`src/rtl/rs485b_pkg.sv`:
```
// Shared constants, types and helpers of the RS485 half-duplex buffer.
package rs485b_pkg;

  localparam int FIFO_DEPTH = 32;
  localparam int PTR_W      = $clog2(FIFO_DEPTH);

  localparam int BYTE_W     = 8;
  localparam int CMD_W      = 3;
  localparam int DELAY_W    = 16;
  localparam int TIMEOUT_W  = 8;
  localparam int CFG_DATA_W = 16;
  localparam int CFG_IDX_W  = 1;
  localparam int OUT_W      = 24;

  localparam logic [TIMEOUT_W-1:0] TIMEOUT_RESET = TIMEOUT_W'(5);

  localparam logic [CFG_IDX_W-1:0] REG_TRANSMIT_DELAY = 1'd0;
  localparam logic [CFG_IDX_W-1:0] REG_TIMEOUT_TICKS  = 1'd1;

  localparam logic [CMD_W-1:0] CMD_LINE_RX  = 3'd0;
  localparam logic [CMD_W-1:0] CMD_TX_FREE  = 3'd1;
  localparam logic [CMD_W-1:0] CMD_TX_DONE  = 3'd2;
  localparam logic [CMD_W-1:0] CMD_HOST_WR  = 3'd3;
  localparam logic [CMD_W-1:0] CMD_HOST_RD  = 3'd4;
  localparam logic [CMD_W-1:0] CMD_TICK     = 3'd5;
  localparam logic [CMD_W-1:0] CMD_CHECK    = 3'd6;

  typedef struct packed {
    logic accept;
    logic load;
    logic reload;
    logic rx_push;
    logic rx_pop;
    logic tx_push;
    logic tx_pop;
    logic dir_clear;
    logic tick;
    logic check;
  } dp_cmd_t;

  typedef struct packed {
    logic rx_full;
    logic rx_empty;
    logic tx_full;
    logic tx_empty;
    logic delay_zero;
  } dp_stat_t;

  function automatic logic [PTR_W-1:0] next_slot(input logic [PTR_W-1:0] p);
    next_slot = (p == PTR_W'(FIFO_DEPTH - 1)) ? '0 : p + PTR_W'(1);
  endfunction

endpackage

```
`src/rtl/rs485b_ram.sv`:
```
// Generic single-write, single-read RAM with registered read data.
module rs485b_ram #(
  parameter int WIDTH = 8,
  parameter int DEPTH = 32
) (
  input  logic                     clk,
  input  logic                     we,
  input  logic [$clog2(DEPTH)-1:0] waddr,
  input  logic [WIDTH-1:0]         wdata,
  input  logic                     re,
  input  logic [$clog2(DEPTH)-1:0] raddr,
  output logic [WIDTH-1:0]         rdata
);

  logic [WIDTH-1:0] mem [DEPTH];

  always_ff @(posedge clk) begin
    if (we) begin
      mem[waddr] <= wdata;
    end
    if (re) begin
      rdata <= mem[raddr];
    end
  end

endmodule

```
`src/rtl/rs485b_ctrl.sv`:
```
// Controller: input and output handshake and decode of each command.
module rs485b_ctrl (
  input  logic                            clk,
  input  logic                            rst,
  input  logic                            s_tvalid,
  output logic                            s_tready,
  input  logic [rs485b_pkg::CMD_W-1:0]    s_tuser,
  output logic                            m_tvalid,
  input  logic                            m_tready,
  input  rs485b_pkg::dp_stat_t            stat,
  output rs485b_pkg::dp_cmd_t             cmd
);

  localparam logic ST_IDLE = 1'b0;
  localparam logic ST_EXEC = 1'b1;

  logic                         state;
  logic                         state_next;
  logic                         out_valid;
  logic                         out_valid_next;
  logic [rs485b_pkg::CMD_W-1:0] cmd_q;
  logic                         go;

  assign s_tready = (state == ST_IDLE);
  assign m_tvalid = out_valid;

  // The item executes once the output register is free or being emptied.
  assign go = (state == ST_EXEC) && (!out_valid || m_tready);

  always_comb begin
    cmd        = '0;
    cmd.accept = s_tvalid && s_tready;
    cmd.load   = go;
    if (go) begin
      unique case (cmd_q)
        rs485b_pkg::CMD_LINE_RX: begin
          cmd.reload  = 1'b1;
          cmd.rx_push = !stat.rx_full;
        end
        rs485b_pkg::CMD_TX_FREE: cmd.tx_pop    = stat.delay_zero && !stat.tx_empty;
        rs485b_pkg::CMD_TX_DONE: cmd.dir_clear = 1'b1;
        rs485b_pkg::CMD_HOST_WR: cmd.tx_push   = !stat.tx_full;
        rs485b_pkg::CMD_HOST_RD: cmd.rx_pop    = !stat.rx_empty;
        rs485b_pkg::CMD_TICK:    cmd.tick      = 1'b1;
        rs485b_pkg::CMD_CHECK:   cmd.check     = 1'b1;
        default: ;
      endcase
    end
  end

  always_comb begin
    state_next = state;
    unique case (state)
      ST_IDLE: if (cmd.accept) state_next = ST_EXEC;
      ST_EXEC: if (go) state_next = ST_IDLE;
      default: state_next = ST_IDLE;
    endcase
  end

  always_comb begin
    if (go) begin
      out_valid_next = 1'b1;
    end else if (m_tready) begin
      out_valid_next = 1'b0;
    end else begin
      out_valid_next = out_valid;
    end
  end

  always_ff @(posedge clk) begin
    if (rst) begin
      state     <= ST_IDLE;
      out_valid <= 1'b0;
    end else begin
      state     <= state_next;
      out_valid <= out_valid_next;
    end
    if (cmd.accept) begin
      cmd_q <= s_tuser;
    end
  end

endmodule

```
`src/rtl/rs485b_dp.sv`:
```
// Datapath: both rings, timers, direction, configuration and output register.
module rs485b_dp (
  input  logic                                clk,
  input  logic                                rst,
  input  logic                                cfg_we,
  input  logic [rs485b_pkg::CFG_IDX_W-1:0]    cfg_index,
  input  logic [rs485b_pkg::CFG_DATA_W-1:0]   cfg_data,
  input  logic [rs485b_pkg::BYTE_W-1:0]       s_tdata,
  output logic [rs485b_pkg::OUT_W-1:0]        m_tdata,
  input  rs485b_pkg::dp_cmd_t                 cmd,
  output rs485b_pkg::dp_stat_t                stat
);

  logic [rs485b_pkg::PTR_W-1:0]     rx_head, rx_tail, tx_head, tx_tail;
  logic [rs485b_pkg::DELAY_W-1:0]   delay_timer;
  logic [rs485b_pkg::TIMEOUT_W-1:0] timeout_timer;
  logic                             timeout_flag;
  logic                             direction_send;
  logic [rs485b_pkg::DELAY_W-1:0]   transmit_delay;
  logic [rs485b_pkg::TIMEOUT_W-1:0] timeout_ticks;
  logic [rs485b_pkg::BYTE_W-1:0]    data_q;
  logic [rs485b_pkg::BYTE_W-1:0]    rx_rdata, tx_rdata;
  logic                             send_next;

  // Reads are issued when the item is taken; pointers are settled by then.
  rs485b_ram #(.WIDTH(rs485b_pkg::BYTE_W), .DEPTH(rs485b_pkg::FIFO_DEPTH)) u_rx_ram (
    .clk   (clk),
    .we    (cmd.rx_push),
    .waddr (rx_head),
    .wdata (data_q),
    .re    (cmd.accept),
    .raddr (rx_tail),
    .rdata (rx_rdata)
  );

  rs485b_ram #(.WIDTH(rs485b_pkg::BYTE_W), .DEPTH(rs485b_pkg::FIFO_DEPTH)) u_tx_ram (
    .clk   (clk),
    .we    (cmd.tx_push),
    .waddr (tx_head),
    .wdata (data_q),
    .re    (cmd.accept),
    .raddr (tx_tail),
    .rdata (tx_rdata)
  );

  assign stat.rx_full    = (rs485b_pkg::next_slot(rx_head) == rx_tail);
  assign stat.rx_empty   = (rx_head == rx_tail);
  assign stat.tx_full    = (rs485b_pkg::next_slot(tx_head) == tx_tail);
  assign stat.tx_empty   = (tx_head == tx_tail);
  assign stat.delay_zero = (delay_timer == '0);

  always_comb begin
    send_next = direction_send;
    if (cmd.tx_pop) begin
      send_next = 1'b1;
    end else if (cmd.dir_clear) begin
      send_next = 1'b0;
    end
  end

  always_ff @(posedge clk) begin
    if (rst) begin
      rx_head        <= '0;
      rx_tail        <= '0;
      tx_head        <= '0;
      tx_tail        <= '0;
      delay_timer    <= '0;
      timeout_timer  <= '0;
      timeout_flag   <= 1'b0;
      direction_send <= 1'b0;
      transmit_delay <= '0;
      timeout_ticks  <= rs485b_pkg::TIMEOUT_RESET;
    end else begin
      if (cfg_we) begin
        case (cfg_index)
          rs485b_pkg::REG_TRANSMIT_DELAY: transmit_delay <= cfg_data;
          rs485b_pkg::REG_TIMEOUT_TICKS:
            timeout_ticks <= cfg_data[rs485b_pkg::TIMEOUT_W-1:0];
          default: ;
        endcase
      end
      if (cmd.rx_push) rx_head <= rs485b_pkg::next_slot(rx_head);
      if (cmd.rx_pop)  rx_tail <= rs485b_pkg::next_slot(rx_tail);
      if (cmd.tx_push) tx_head <= rs485b_pkg::next_slot(tx_head);
      if (cmd.tx_pop)  tx_tail <= rs485b_pkg::next_slot(tx_tail);
      direction_send <= send_next;
      if (cmd.reload) begin
        timeout_timer <= timeout_ticks;
        delay_timer   <= transmit_delay;
      end else if (cmd.tick) begin
        if (delay_timer != '0) begin
          delay_timer <= delay_timer - rs485b_pkg::DELAY_W'(1);
        end
        // The flag rises only on the step from one to zero.
        if (timeout_timer != '0) begin
          timeout_timer <= timeout_timer - rs485b_pkg::TIMEOUT_W'(1);
          if (timeout_timer == rs485b_pkg::TIMEOUT_W'(1)) begin
            timeout_flag <= 1'b1;
          end
        end
      end
      if (cmd.check) begin
        timeout_flag <= 1'b0;
      end
    end
    if (cmd.accept) begin
      data_q <= s_tdata;
    end
    if (cmd.load) begin
      m_tdata <= {3'b000,
                  cmd.check && timeout_flag,
                  send_next,
                  cmd.tx_pop,
                  cmd.tx_pop ? tx_rdata : rs485b_pkg::BYTE_W'(0),
                  cmd.tx_push,
                  cmd.rx_pop,
                  cmd.rx_pop ? rx_rdata : rs485b_pkg::BYTE_W'(0)};
    end
  end

endmodule

```
`src/rtl/rs485_half_duplex_uart_buffer.sv`:
```
// Top level of the RS485 half-duplex buffer: receive ring, transmit ring and driver
// direction control. One input item carries an event code in s_tuser (line byte
// received, transmitter free, transmit complete, host write, host read, tick,
// check timeout) and a byte in s_tdata. Every input item produces exactly one
// result item on the m_ side, packed into m_tdata.
// An item is taken, then executed once both ring RAMs have returned their registered
// read data and the output register is free or being emptied; the result is then
// loaded into the output register. No new item is taken before the last executes:
// the registered RAM read sits between taking an item and updating the pointers.
// If m_tready is low, the result waits in the output register; the block still
// takes the next item, then holds it until the output register is freed.
// Reset (rst, synchronous) empties both rings, clears both timers, the timeout
// flag and the send direction, and restores the register defaults (delay 0,
// timeout 5 ticks). Ring contents are not cleared, no pass over them is needed.
// Configuration writes (cfg_we, cfg_index, cfg_data) take effect at once.
module rs485_half_duplex_uart_buffer (
  input  logic                              clk,
  input  logic                              rst,
  input  logic                              cfg_we,
  input  logic [rs485b_pkg::CFG_IDX_W-1:0]  cfg_index,
  input  logic [rs485b_pkg::CFG_DATA_W-1:0] cfg_data,
  input  logic                              s_tvalid,
  output logic                              s_tready,
  input  logic [7:0]                        s_tdata,  // [7:0] data
  input  logic [2:0]                        s_tuser,  // [2:0] command
  output logic                              m_tvalid,
  input  logic                              m_tready,
  // [7:0] read_data, [8] read_valid, [9] write_accepted, [17:10] line_byte,
  // [18] line_valid, [19] send_mode, [20] timeout_seen, [23:21] zero
  output logic [23:0]                       m_tdata
);

  rs485b_pkg::dp_cmd_t  cmd;
  rs485b_pkg::dp_stat_t stat;

  rs485b_ctrl u_ctrl (
    .clk      (clk),
    .rst      (rst),
    .s_tvalid (s_tvalid),
    .s_tready (s_tready),
    .s_tuser  (s_tuser),
    .m_tvalid (m_tvalid),
    .m_tready (m_tready),
    .stat     (stat),
    .cmd      (cmd)
  );

  rs485b_dp u_dp (
    .clk       (clk),
    .rst       (rst),
    .cfg_we    (cfg_we),
    .cfg_index (cfg_index),
    .cfg_data  (cfg_data),
    .s_tdata   (s_tdata),
    .m_tdata   (m_tdata),
    .cmd       (cmd),
    .stat      (stat)
  );

endmodule

```
`config.mk`:
```
export PLATFORM = sky130hd
export DESIGN_NAME = rs485_half_duplex_uart_buffer
export DESIGN_NICKNAME = d
export VERILOG_FILES = /design/src/rtl/rs485b_pkg.sv /design/src/rtl/rs485b_ram.sv /design/src/rtl/rs485b_ctrl.sv /design/src/rtl/rs485b_dp.sv /design/src/rtl/rs485_half_duplex_uart_buffer.sv
export SDC_FILE = /design/constraint.sdc
export NUM_CORES = 1
export LEC_CHECK = 0
export BUFFER_PORTS_ARGS = -buffer_cell sky130_fd_sc_hd__buf_4
export CAP_MARGIN = 10
export CORE_MARGIN = 2
export CORE_UTILIZATION = 60
export CTS_CLUSTER_SIZE = 30
export DETAILED_ROUTE_END_ITERATION = 10
export HOLD_SLACK_MARGIN = 0.08
export MAX_ROUTING_LAYER = met4
export PLACE_DENSITY = 0.76
export SLEW_MARGIN = 30
export SYNTH_ARGS = -nofsm -noshare
export SYNTH_HDL_FRONTEND = slang
export SYNTH_SLANG_ARGS = --single-unit
```
`constraint.sdc`:
```
create_clock -name clk -period 6 [get_ports clk]
set_input_delay 0.3 -clock clk [delete_from_list [all_inputs] [get_ports clk]]
set_output_delay 0.3 -clock clk [all_outputs]
set_load 0.03 [all_outputs]
```
; Word level (Yosys, flattened, before mapping)
; Memory sizes are Yosys's and may differ from the RTL's. A register that Yosys moved wholly into a read port is not among the register bits.
; Cells that the tools add are included.
[totals]
ram_bits = 512
mem_count = 2
in_bits = 33
output_inout_bits = 26
wordCells = 96
reg_bits = 104
[memory_table]
columns = name, words, word_bits, read_ports, rd_ports_with_merged_regs, wr, line
row1 = u_dp.u_rx_ram.mem, 32, 8, 1, 1, 1, rs485b_ram.sv:15  ; logic [WIDTH-1:0] mem [DEPTH];
row2 = u_dp.u_tx_ram.mem, 32, 8, 1, 1, 1, rs485b_ram.sv:15
[classes]
muxes = 29
eq_ne = 15
n_addsub = 6
n_reduce_logical = 24
bitwise = 3
[op_table]
columns = op, count
row1 = two-way mux 16 bit, 3
row2 = two-way mux 8 bit, 4
row3 = "adder 5 x 1 -> 5 bit, second input constant", 4
row4 = == test 5 bit, 4
row5 = "== test 5 bit, second input constant", 4
row6 = two-way mux 5 bit, 4
row7 = logical NOT 16 bit, 1
row8 = two-way mux 1 bit, 16
row9 = nonzero test 16 bit, 1
row10 = "subtractor 16 x 1 -> 16 bit, second input constant", 1
row11 = "== test 3 bit, second input constant", 3
row12 = "== test 8 x 1 -> 1 bit, second input constant", 1
row13 = AND reduction 2 bit, 4
row14 = nonzero test 2 bit, 4
row15 = nonzero test 8 bit, 1
row16 = "subtractor 8 x 1 -> 8 bit, second input constant", 1
row17 = "== test 3 x 2 -> 1 bit, second input constant", 2
row18 = logical NOT 1 bit, 5
row19 = logical AND 1 bit, 4
row20 = AND reduction 4 bit, 1
row21 = "== test 3 x 1 -> 1 bit, second input constant", 1
row22 = logical NOT 3 bit, 1
row23 = inverter 1 bit, 3
row24 = two-way mux 2 bit, 1
row25 = other kinds (3), 3

; Logic depth before layout (Yosys ltp)
[depth]
word_depth = 8
mapped_depth = 11
mapped_depth_nobuf = 8

; Cells and area by module
; From an unflattened synthesis, not the netlist that was laid out.
[unflattened]
cells_unflattened = 1369
hier_area_um2 = 25296.8
[modules_own_cells]
columns = module, instances, seq_area_each_um2, cells_each, area_each_um2
row1 = rs485b_ram, 2, 7927.6, 417, 10133.5
row2 = rs485b_dp, 1, 2272.2, 506, 4704.5
row3 = rs485b_ctrl, 1, 130.1, 29, 325.3

; Worst setup path after synthesis
; OpenSTA, ideal clock, no wires.
[synth_timing]
path_kind = flip-flop to flip-flop
from = register u_dp.tx_head[0] (netlist bit)
to = memory u_dp.u_tx_ram.mem[11][0] (enable)
path_buffers = 3
synth_period_minus_slack_ns = 3.043
setup_ns = 0.332
arrival_time_ns = 2.711
slack_ns = 2.957
required_time_ns = 5.668
path_stages_with_launch = 12
cell_sequence = dfxtp_1 > ha_1 > clkbuf_1 > and3_1 > ha_1 > clkbuf_1 > a31oi_1 > a22oi_1 > xor2_1 > a21oi_2 > clkbuf_1 > and3_1
[synth_via]
elab_chain_len = 8
elab_cells_between_ends = 9
cone_classes = 1 x add/sub / 2 x eq/ne / 5 x mux / 1 x reduce/logical
[synth_lines]
columns = element, line
row1 = "start, declared", rs485b_dp.sv:14  ; logic [rs485b_pkg::PTR_W-1:0] rx_head, rx_tail, tx_head, tx_tail;
row2 = "start signal, assigned", rs485b_dp.sv:84  ; if (cmd.tx_push) tx_head <= rs485b_pkg::next_slot(tx_head);
row3 = adder 5 x 1 -> 5 bit or == test 5 bit (tied branches), rs485b_pkg.sv:50  ; next_slot = (p == PTR_W'(FIFO_DEPTH - 1)) ? '0 : p + PTR_W'(1);
row4 = two-way mux 5 bit, rs485b_pkg.sv:50
row5 = == test 5 bit, rs485b_dp.sv:48  ; assign stat.tx_full = (rs485b_pkg::next_slot(tx_head) == tx_tail);
row6 = logical NOT 1 bit, rs485b_ctrl.sv:42  ; rs485b_pkg::CMD_HOST_WR: cmd.tx_push = !stat.tx_full;
row7 = two-way mux 1 bit, rs485b_ctrl.sv:35  ; unique case (cmd_q)
row8 = two-way mux 8 bit, rs485b_ctrl.sv:34  ; if (go) begin
row9 = two-way mux 1 bit, rs485b_ram.sv:18  ; if (we) begin
row10 = two-way mux 1 bit (not written as such), rs485b_ram.sv:19  ; mem[waddr] <= wdata;
row11 = "end, declared", rs485b_ram.sv:15
; Several ways; a longest one is shown, not always the timed one.

; Worst setup path after layout
[layout_timing]
from = register u_dp.rx_head[0] (netlist bit)
to = memory u_dp.u_rx_ram.mem[28][3] (enable)
[layout_via]
elab_chain_len = 8
elab_cells_between_ends = 9
cone_classes = 1 x add/sub / 2 x eq/ne / 5 x mux / 1 x reduce/logical
[layout_lines]
columns = element, line
row1 = "start, declared", rs485b_dp.sv:14
row2 = "start signal, assigned", rs485b_dp.sv:82  ; if (cmd.rx_push) rx_head <= rs485b_pkg::next_slot(rx_head);
row3 = adder 5 x 1 -> 5 bit or == test 5 bit (tied branches), rs485b_pkg.sv:50
row4 = two-way mux 5 bit, rs485b_pkg.sv:50
row5 = == test 5 bit, rs485b_dp.sv:46  ; assign stat.rx_full = (rs485b_pkg::next_slot(rx_head) == rx_tail);
row6 = logical NOT 1 bit, rs485b_ctrl.sv:38  ; cmd.rx_push = !stat.rx_full;
row7 = two-way mux 2 bit, rs485b_ctrl.sv:35
row8 = two-way mux 8 bit, rs485b_ctrl.sv:34
row9 = two-way mux 1 bit, rs485b_ram.sv:18
row10 = two-way mux 1 bit (not written as such), rs485b_ram.sv:19
row11 = "end, declared", rs485b_ram.sv:15
; Several ways; a longest one is shown, not always the timed one.

==> qor.txt <==
Root buffer cell: clkbuf_16
CP Launch Point: u_dp.rx_head[0]$_SDFFE_PP0P_
TNS Setup: 0 ps
Vias per cell: 6.65
1st-pass router iterations: 5
Ant diodes: 0
Sequential area share after synthesis: 0.715
Drt initial violations: 1725
Worst EP arrival: 4340 ps
Kind of critical path: register to register
Largest area contributor in the netlist: edfxtp_1
I/O Buffers: 55
Clk Latency, worst-skew pair: 650 ps
Initial Utilization: 0.609
Relative slew slack: 0.359
Core ar.: 41900 um2
Die area: 44200 um2
Setup crit end: u_dp.u_rx_ram.mem[28][3]$_DFFE_PP_
Pin count of the biggest net entering global routing: 70
Layout cells sized above 1: 0.248
Vias: 13700
Leakage: 9.41 nW
Bufs on Longest Clock Path: 3
Top achievable clock speed: 249 MHz
Seq cells post-synth: 632
Final ANT Viol Nets: 0
Final Wtd Congestion: 0.843
Ports: 59
CTS tree: yes
Vias in the first global route: 13300
Final hold violation count: 0
Worst-Margin Slew: 962 ps
Max IR drop VDD: 0.270 mV
Most frequent cells in the layout: edfxtp_1, mux4_2, nand2_1, buf_4, and3_1
Post-DP HPWL: 35100 um
# DRC: 0
FILL cells: 2592
FP Rows: 75
Async set-reset flop share out of synthesis: 0
Tot Pwr: 9.12 mW
Cells after synthesis: 1389
CP Launch Type: register
Worst Skew: 52.2 ps
Worst r2r dst: u_dp.u_rx_ram.mem[28][3]$_DFFE_PP_
Die Ht: 210 um
Setup bufs post-CTS: 0
CTS H-tree depth: 2
Crit path capture type: register
First-pass GRT wire length: 86700 um
Area delta synth->final: 13.1%
Final Critical Period: 4020 ps
Total Routed Length: 58500 um
Worst Hold Class: input pin to register
Synth top area share: 0.658
Commonest non-fill, non-tap cell in the layout: edfxtp_1
RSZ-0062 raised after global routing: false
R2R Setup Slk: 1980 ps
Gr usage total: 0.279
Wire per inst: 28.3 um
R2R depth: 10
Nets: 1525
Post-layout util: 0.689
Final Max Tran Viols: 0
Num CTS Buffers: 61
Clock slew at reported path FFs: 60 ps
EDFF count, synth: 560
Min Hold Slack: 100 ps
CP required: 6320 ps
Sink Count: 632
Tcrit/Tclk final: 0.670
Top cells by area, synth: edfxtp_1, mux4_2, dfxtp_1, and3_1, nand2_1
Max cap viols: 0
Post-Syn Area per Cell: 18.4 um2
Total of warnings raised by yosys: 0
Antenna violations before repair: 0
Gr ovfl total: 0
Post-Syn Area: 25500 um2
Dominant synthesized flop cell: edfxtp_1
Post-synth cell types: 66
# setup viols final: 0
PwrDens: 316 nW/um2
Die W: 210 um
Outcome: completed
Reg-to-reg startpoint: u_dp.rx_head[0]$_SDFFE_PP0P_
Maximum fanout along the worst path: 15
synth_stat cells, types with 10 or more instances:
cell and n:
o21ai_0 13, nand3_1 19, xor2_1 18, buf_2 21
buf_1 10, edfxtp_1 560, ha_1 18, mux2i_1 14
and2_1 18, mux4_2 160, a21oi_1 42, mux2_2 20
nand2_1 86, nor2b_1 10, clkbuf_1 48, and3_1 73
nor2_1 29, dfxtp_1 72, nor3_1 16, inv_1 14
flip-flops by register name, indices dropped and copies added (netlist names):
| name | count |
|---|---|
| u_ctrl.cmd_q | 3 |
| u_dp.delay_timer | 16 |
| u_dp.timeout_timer | 8 |
| u_dp.rx_tail | 5 |
| u_dp.data_q | 8 |
| u_dp.timeout_flag | 1 |
| u_ctrl.m_tvalid | 1 |
| u_dp.m_tdata | 21 |
| u_dp.tx_tail | 5 |
| u_dp.u_rx_ram.rdata | 8 |
| u_dp.transmit_delay | 16 |
| u_dp.timeout_ticks | 8 |
| u_dp.direction_send | 1 |
| u_dp.u_rx_ram.mem | 256 |
| u_ctrl.state | 1 |
| u_dp.u_tx_ram.mem | 256 |
| u_dp.rx_head | 5 |
| u_dp.u_tx_ram.rdata | 8 |
| u_dp.tx_head | 5 |
how the worst min path moves through the flow:
stage                                                   from  slack (ps)                              endpoint  cells after the start
after global placement    u_dp.timeout_ticks[1]$_SDFFE_PP0P_         440    u_dp.timeout_ticks[1]$_SDFFE_PP0P_                      2
after detailed placement  u_dp.timeout_ticks[6]$_SDFFE_PP0P_         450    u_dp.timeout_ticks[6]$_SDFFE_PP0P_                      2
after CTS                                           m_tready         110          u_ctrl.m_tvalid$_SDFFE_PP0P_                      3
after global routing                               cfg_index         100  u_dp.transmit_delay[12]$_SDFFE_PP0P_                      4
final                                              cfg_index         100  u_dp.transmit_delay[14]$_SDFFE_PP0P_                      4
after floorplan                                   s_tuser[0]         400             u_ctrl.cmd_q[0]$_DFFE_PP_                      0
what timing repair did:
item                       in CTS  in global routing
hold buffers                   28                  0
hold endpoints to repair       36                  0
setup endpoints to repair       0                  0
gates resized for setup         0                  0
power breakdown:
group	switching, mW	total, mW	internal, mW	leakage (nW)
Clock	1.67	4.03	2.36	1.01
Combinational	0.183	0.254	0.0708	2.76
Sequential	0.0197	4.84	4.82	5.64
Total	1.87	9.12	7.25	9.41
cells by family after synthesis:
group	Yosys count	synth area share
flip-flops	632	0.715
multiplexers	194	0.155
XOR/XNOR	22	0.00754
adder cells (fa/ha/maj)	18	0.00882
buffers and inverters	100	0.0169
AND/OR/NAND/NOR	315	0.0687
AO/OA/AOI/OAI	107	0.0276
other	1	0.000147
critical path: stages (launching register included):
cell,delay (ps)
dfxtp_1,470
ha_1,600
and3_1,240
ha_1,370
nor2b_1,140
xor2_1,160
nor4b_1,780
a21oi_4,230
buf_8,220
buf_8,160
and3_1,320
metal layers:
layer / global-route usage / vias to the layer above / part of all wire
met1: 0.388 / 7029 / 0.39
met4: 0.0917 / 0 / 0.034
met5: - / - / 0
met3: 0.0635 / 127 / 0.099
met2: 0.416 / 810 / 0.47
li1: - / 5771 / -
area by class of cell:
type                            count  area [um2]  area share
Multi-Input combinational cell    659        6880       0.238
Timing Repair Buffer              105         881      0.0305
Clock buffer                       69        1570      0.0542
Tap cell                          539         674      0.0233
Clock inverter                     47         558      0.0193
Inverter                           15        56.3     0.00195
Sequential cell                   632       18300       0.632
per-stage QoR:
step           setup slack [ps]  std cells  cell area (um2)
6_report                   1980       2066            28900
5_1_grt                    1850       2066            28900
4_1_cts                    2110       2066            28900
3_5_place_dp               2140       1922            26500
3_3_place_gp               2160       1919            26400
2_1_floorplan              2960       1391            25500
Power figures use the tool's default switching activity.
